[config.mk]
export PLATFORM = sky130hd
export DESIGN_NAME = kmm_queue
export DESIGN_NICKNAME = d
export VERILOG_FILES = /design/src/rtl/kmm_pkg.sv /design/src/rtl/kmm_queue.sv
export SDC_FILE = /design/constraint.sdc
export NUM_CORES = 1
export LEC_CHECK = 0
export ABC_AREA = 1
export BUFFER_PORTS_ARGS = -buffer_cell sky130_fd_sc_hd__buf_2
export CORE_MARGIN = 2
export CORE_UTILIZATION = 50
export CTS_CLUSTER_SIZE = 28
export DETAILED_ROUTE_END_ITERATION = 6
export PLACE_DENSITY = 0.76
export SLEW_MARGIN = 20
export SYNTH_ARGS = -nofsm -noshare
export SYNTH_HDL_FRONTEND = slang
export SYNTH_SLANG_ARGS = --single-unit
[constraint.sdc]
create_clock -name clock -period 1.9 [get_ports clock]
set_clock_uncertainty 0.2 [all_clocks]
set_input_delay 0.19 -clock clock [delete_from_list [all_inputs] [get_ports clock]]
set_output_delay 0.19 -clock clock [all_outputs]
set_load 0.05 [all_outputs]
[src/rtl/kmm_pkg.sv]
package kmm_pkg;

   localparam int KMM_ROWS      = 8;
   localparam int KMM_COLS      = 16;
   localparam int KMM_SIDE_ROWS = 8;
   localparam int KMM_SIDE_COLS = 8;

   localparam int OP_W      = 2;
   localparam int KROW_W    = 3;
   localparam int KCOL_W    = 4;
   localparam int BYTE_W    = 8;
   localparam int ENT_ROW_W = KROW_W + 1;
   localparam int ENT_COL_W = KCOL_W + 1;

   localparam int CSR_INDEX_W = 2;
   localparam int CSR_DATA_W  = 4;

   localparam logic [CSR_INDEX_W-1:0] CSR_SIDE0_ROW = 2'd0;
   localparam logic [CSR_INDEX_W-1:0] CSR_SIDE0_COL = 2'd1;
   localparam logic [CSR_INDEX_W-1:0] CSR_SIDE1_ROW = 2'd2;
   localparam logic [CSR_INDEX_W-1:0] CSR_SIDE1_COL = 2'd3;

   localparam logic [KROW_W-1:0] SIDE0_ROW_RESET = 3'd0;
   localparam logic [KCOL_W-1:0] SIDE0_COL_RESET = 4'd0;
   localparam logic [KROW_W-1:0] SIDE1_ROW_RESET = 3'd0;
   localparam logic [KCOL_W-1:0] SIDE1_COL_RESET = 4'd8;

   localparam logic [OP_W-1:0] OP_KEY   = 2'd0;
   localparam logic [OP_W-1:0] OP_DUMP  = 2'd1;
   localparam logic [OP_W-1:0] OP_CLEAR = 2'd2;
   localparam logic [OP_W-1:0] OP_NONE  = 2'd3;

   localparam logic [BYTE_W-1:0] RPT_KEY  = 8'h12;
   localparam logic [BYTE_W-1:0] RPT_DUMP = 8'h11;
   localparam logic [BYTE_W-1:0] RPT_END  = 8'hFF;

   localparam int QUEUE_DEPTH = 2;
   localparam int QPTR_W      = $clog2(QUEUE_DEPTH);

   typedef enum logic [1:0] {
      KIND_KEY,
      KIND_DUMP,
      KIND_CLEAR
   } kmm_kind_type;

   typedef struct packed {
      kmm_kind_type           kind;
      logic [ENT_ROW_W-1:0]   row;
      logic [ENT_COL_W-1:0]   col;
      logic                   pressed;
   } kmm_entry_type;

   typedef struct packed {
      logic full;
      logic empty;
   } kmm_q_status_type;

   typedef enum logic [3:0] {
      ST_IDLE,
      ST_KEY_MOD,
      ST_KEY_HDR,
      ST_KEY_COL,
      ST_KEY_ROW,
      ST_DUMP_HDR,
      ST_DUMP_BYTE,
      ST_DUMP_TAIL,
      ST_CLR_RD,
      ST_CLR_WR
   } kmm_state_type;

endpackage

[src/rtl/kmm_queue.sv]
module kmm_queue import kmm_pkg::*; (
   input  logic             clock,
   input  logic             reset,
   input  logic             push,
   input  kmm_entry_type    push_entry,
   input  logic             pop,
   output kmm_entry_type    head,
   output kmm_q_status_type status
);

   kmm_entry_type     slot_ff [QUEUE_DEPTH];
   logic [QPTR_W-1:0] wr_ptr_ff, wr_ptr_in;
   logic [QPTR_W-1:0] rd_ptr_ff, rd_ptr_in;
   logic [QPTR_W:0]   count_ff, count_in;

   always_comb begin
      wr_ptr_in = wr_ptr_ff;
      rd_ptr_in = rd_ptr_ff;
      count_in  = count_ff;
      if (push) begin
         wr_ptr_in = (32'(wr_ptr_ff) == QUEUE_DEPTH - 1) ? '0 : wr_ptr_ff + 1'b1;
      end
      if (pop) begin
         rd_ptr_in = (32'(rd_ptr_ff) == QUEUE_DEPTH - 1) ? '0 : rd_ptr_ff + 1'b1;
      end
      if (push && !pop) begin
         count_in = count_ff + 1'b1;
      end else if (pop && !push) begin
         count_in = count_ff - 1'b1;
      end
   end

   always_ff @(posedge clock) begin
      if (reset) begin
         wr_ptr_ff <= '0;
         rd_ptr_ff <= '0;
         count_ff  <= '0;
      end else begin
         wr_ptr_ff <= wr_ptr_in;
         rd_ptr_ff <= rd_ptr_in;
         count_ff  <= count_in;
      end
   end

   always_ff @(posedge clock) begin
      if (push) begin
         slot_ff[wr_ptr_ff] <= push_entry;
      end
   end

   assign head         = slot_ff[rd_ptr_ff];
   assign status.full  = (32'(count_ff) == QUEUE_DEPTH);
   assign status.empty = (count_ff == '0);

endmodule

==> impl_metrics.py <==
metrics = {
    "yosys": {
        "ys_seq_area_frac": 0.726,
        "yosys_warnings": 0,
        "avgSynthCellArea_um2": 16.2,
        "synth_seq_cells": 29,
        "postSynthCellCount": 70,
        "netlist-cell-type-count": 15,
        "syn-num-nets": 87,
        "syn_area_mm2": 0.00113,
    },
    "worst_setup_path": {
        "cp.arrival_ns": 1.36,
        "worst-setup-path-type": "reg2out",
        "crit_path_end_kind": "output pin",
        "cp-start-kind": "flip-flop",
        "critPathMaxFanout": 9,
        "required_ns": 1.51,
    },
    "route": {
        "vias_per_cell": 4.53,
        "wl_mm": 1.87,
        "drcViolationCount": 0,
        "drtIter0Drc": 12,
        "dr.pass1.iters": 4,
        "wire_per_inst_um": 12.3,
        "vias": 689,
        "antenna_left": 0,
    },
    "clock_tree": {
        "cts_tree": "yes",
        "clk_pin_slew_ns": 0.09,
        "clock-root-buffer": "clkbuf_4",
        "cts_max_level": 2,
        "clockBufferDepth": 2,
        "clk_latency_ns": 0.31,
        "cts_buffers": 5,
        "clock-sinks": 29,
    },
    "cells_and_area": {
        "mostFrequentLayoutCell": "buf_2",
        "diodes": 0,
        "drive_gt1_frac": 0.395,
        "fin_nets": 140,
        "layout_common_cells": "29 x buf_2, 24 x edfxtp_1, 16 x dlygate4sd3_1, 10 x mux2_4, 9 x inv_1",
        "area_growth_pct": 36.0,
        "fin_cells": 152,
        "multi_input_area_um2": 265,
        "final_util": 0.709,
        "ff_latch_area_um2": 822,
        "num-fill-cells": 154,
    },
    "global_route": {
        "grt_pass1_vias": 754,
        "grt.busiest_layer": "met2",
        "use_met1": 0.187,
        "antenna_found_initial": 0,
        "grt_start_max_net_pins": 14,
        "grt_pass1_wl_mm": 3.16,
        "grt_overflow": 0,
        "use_met3": 0.0661,
        "grt_use_met2": 0.297,
        "grt_usage": 0.172,
    },
    "timing": {
        "finalWorstSetupSlack_ns": 0.149,
        "final-hold-violation-count": 0,
        "fin_crit_sh": 0.921,
        "finalCriticalPeriod_ns": 1.75,
        "relSlewSlack": 0.673,
        "tightest_slew_ns": 0.489,
        "rsz0062_at_grt": "no",
        "fmax_ghz": 0.571,
        "setup_viol": 0,
        "tns_ns": 0,
        "final_max_slew_viol_count": 0,
    },
    "run_status": {
        "status": "complete, no violations",
    },
    "power_and_ir_drop": {
        "power_density_mw_per_mm2": 898,
        "switching_power_mw": 0.391,
        "sequentialPowerShare": 0.541,
        "power_switching_share": 0.283,
        "p_total_mw": 1.38,
        "internal-power_mw": 0.990,
        "leakage_nw": 0.661,
        "pwr-share-comb": 0.221,
        "irDropWorstVdd_mv": 0.583,
        "clkPwrFrac": 0.237,
    },
    "placement": {
        "io_buffers": 29,
        "placedCellCount": 128,
        "detailed_place_hpwl_mm": 1.28,
        "gp_congestion": 0.618,
        "dp_worst_setup_slack_ns": 0.392,
    },
    "floorplanning": {
        "start_util": 0.521,
        "row_count": 17,
        "fp.dieArea_mm2": 0.00266,
        "core_region_area_mm2": 0.00217,
        "pin_count": 30,
        "die_height_um": 51.6,
        "dieWidth_um": 51.6,
    },
    "run": {
        "drv_cap": 0,
    },
    "worst_hold_path": {
        "min_path_type": "reg2reg",
    },
}
## per-stage QoR
| stage | hold WS, ns | area [um^2] |
|---|---|---|
| final | 0.337 | 1540 |
| after global routing | 0.374 | 1540 |
| after CTS | 0.336 | 1540 |
| after detailed placement | 0.182 | 1330 |
| after global placement | 0.179 | 1330 |
| after floorplan | 0.0624 | 1130 |
## power groups by stage
stage                     combinational, mW  sequential, mW  clock (mW)
after floorplan                       0.218           0.755           0
after global placement                0.275           0.759           0
after detailed placement              0.281           0.762           0
after CTS                             0.309           0.747       0.335
after global routing                  0.327           0.752       0.365
final                                 0.306           0.748       0.327
## kinds of logic after synthesis
kind of cell,count (synthesis),synth area share
AND/OR/NAND/NOR,15,0.0542
adder cells (fa/ha/maj),1,0.0111
multiplexers,12,0.153
flip-flops,29,0.726
XOR/XNOR,1,0.00774
buffers and inverters,10,0.0398
AO/OA/AOI/OAI,2,0.00884
## routing by layer
metal  vias up  wire length (um)
met2        24              1000
met3         4               105
met4         0                27
met1       309               740
met5         -                 0
li1        352                 -
## cells in the mapped netlist
master	instances	share of area
a21oi_1	1	0.0044
buf_6	1	0.010
dfxtp_1	5	0.088
edfxtp_1	24	0.64
ha_1	1	0.011
inv_1	9	0.030
mux2_2	2	0.020
mux2_4	10	0.13
nand2_1	5	0.017
nand3_1	1	0.0044
nand4_1	1	0.0055
nor2_1	7	0.023
nor3_1	1	0.0044
o21ai_0	1	0.0044
xnor2_1	1	0.0077
## final timing paths
path	cells past startpoint	slack, ns	from	endpoint
setup / recovery	3	0.15	flip-flop	head[7]
hold / removal	2	0.34	wr_ptr_ff$_SDFFE_PP0P_	wr_ptr_ff$_SDFFE_PP0P_
setup reg to reg	3	0.49	rd_ptr_ff$_SDFFE_PP0P_	rd_ptr_ff$_SDFFE_PP0P_
hold reg to reg	2	0.34	wr_ptr_ff$_SDFFE_PP0P_	wr_ptr_ff$_SDFFE_PP0P_
## layout make-up
class | instances | area share
Multi-Input combinational cell | 31 | 0.172
Inverter | 9 | 0.0220
Clock inverter | 1 | 0.00244
Tap cell | 28 | 0.0228
Clock buffer | 7 | 0.0293
Sequential cell | 29 | 0.535
Timing Repair Buffer | 47 | 0.216
## state kept, by name, summed over array words and instances, names as in the netlist, named ones only
name,count
slot_ff,24
count_ff,2
wr_ptr_ff,1
rd_ptr_ff,1
## worst max-delay path, stage by stage (launching register included)
cell     delay (ns)
dfxtp_2        0.39
buf_12         0.15
mux2_4         0.30
buf_2          0.21
## what timing repair did
action                                  in CTS  in global routing
endpoints found under the setup margin       0                  6
endpoints found under the hold margin       28                  0
resized for setup                            0                  1
setup buffers                                0                  0
hold buffers                                16                  0
Power figures use the tool's default switching activity.
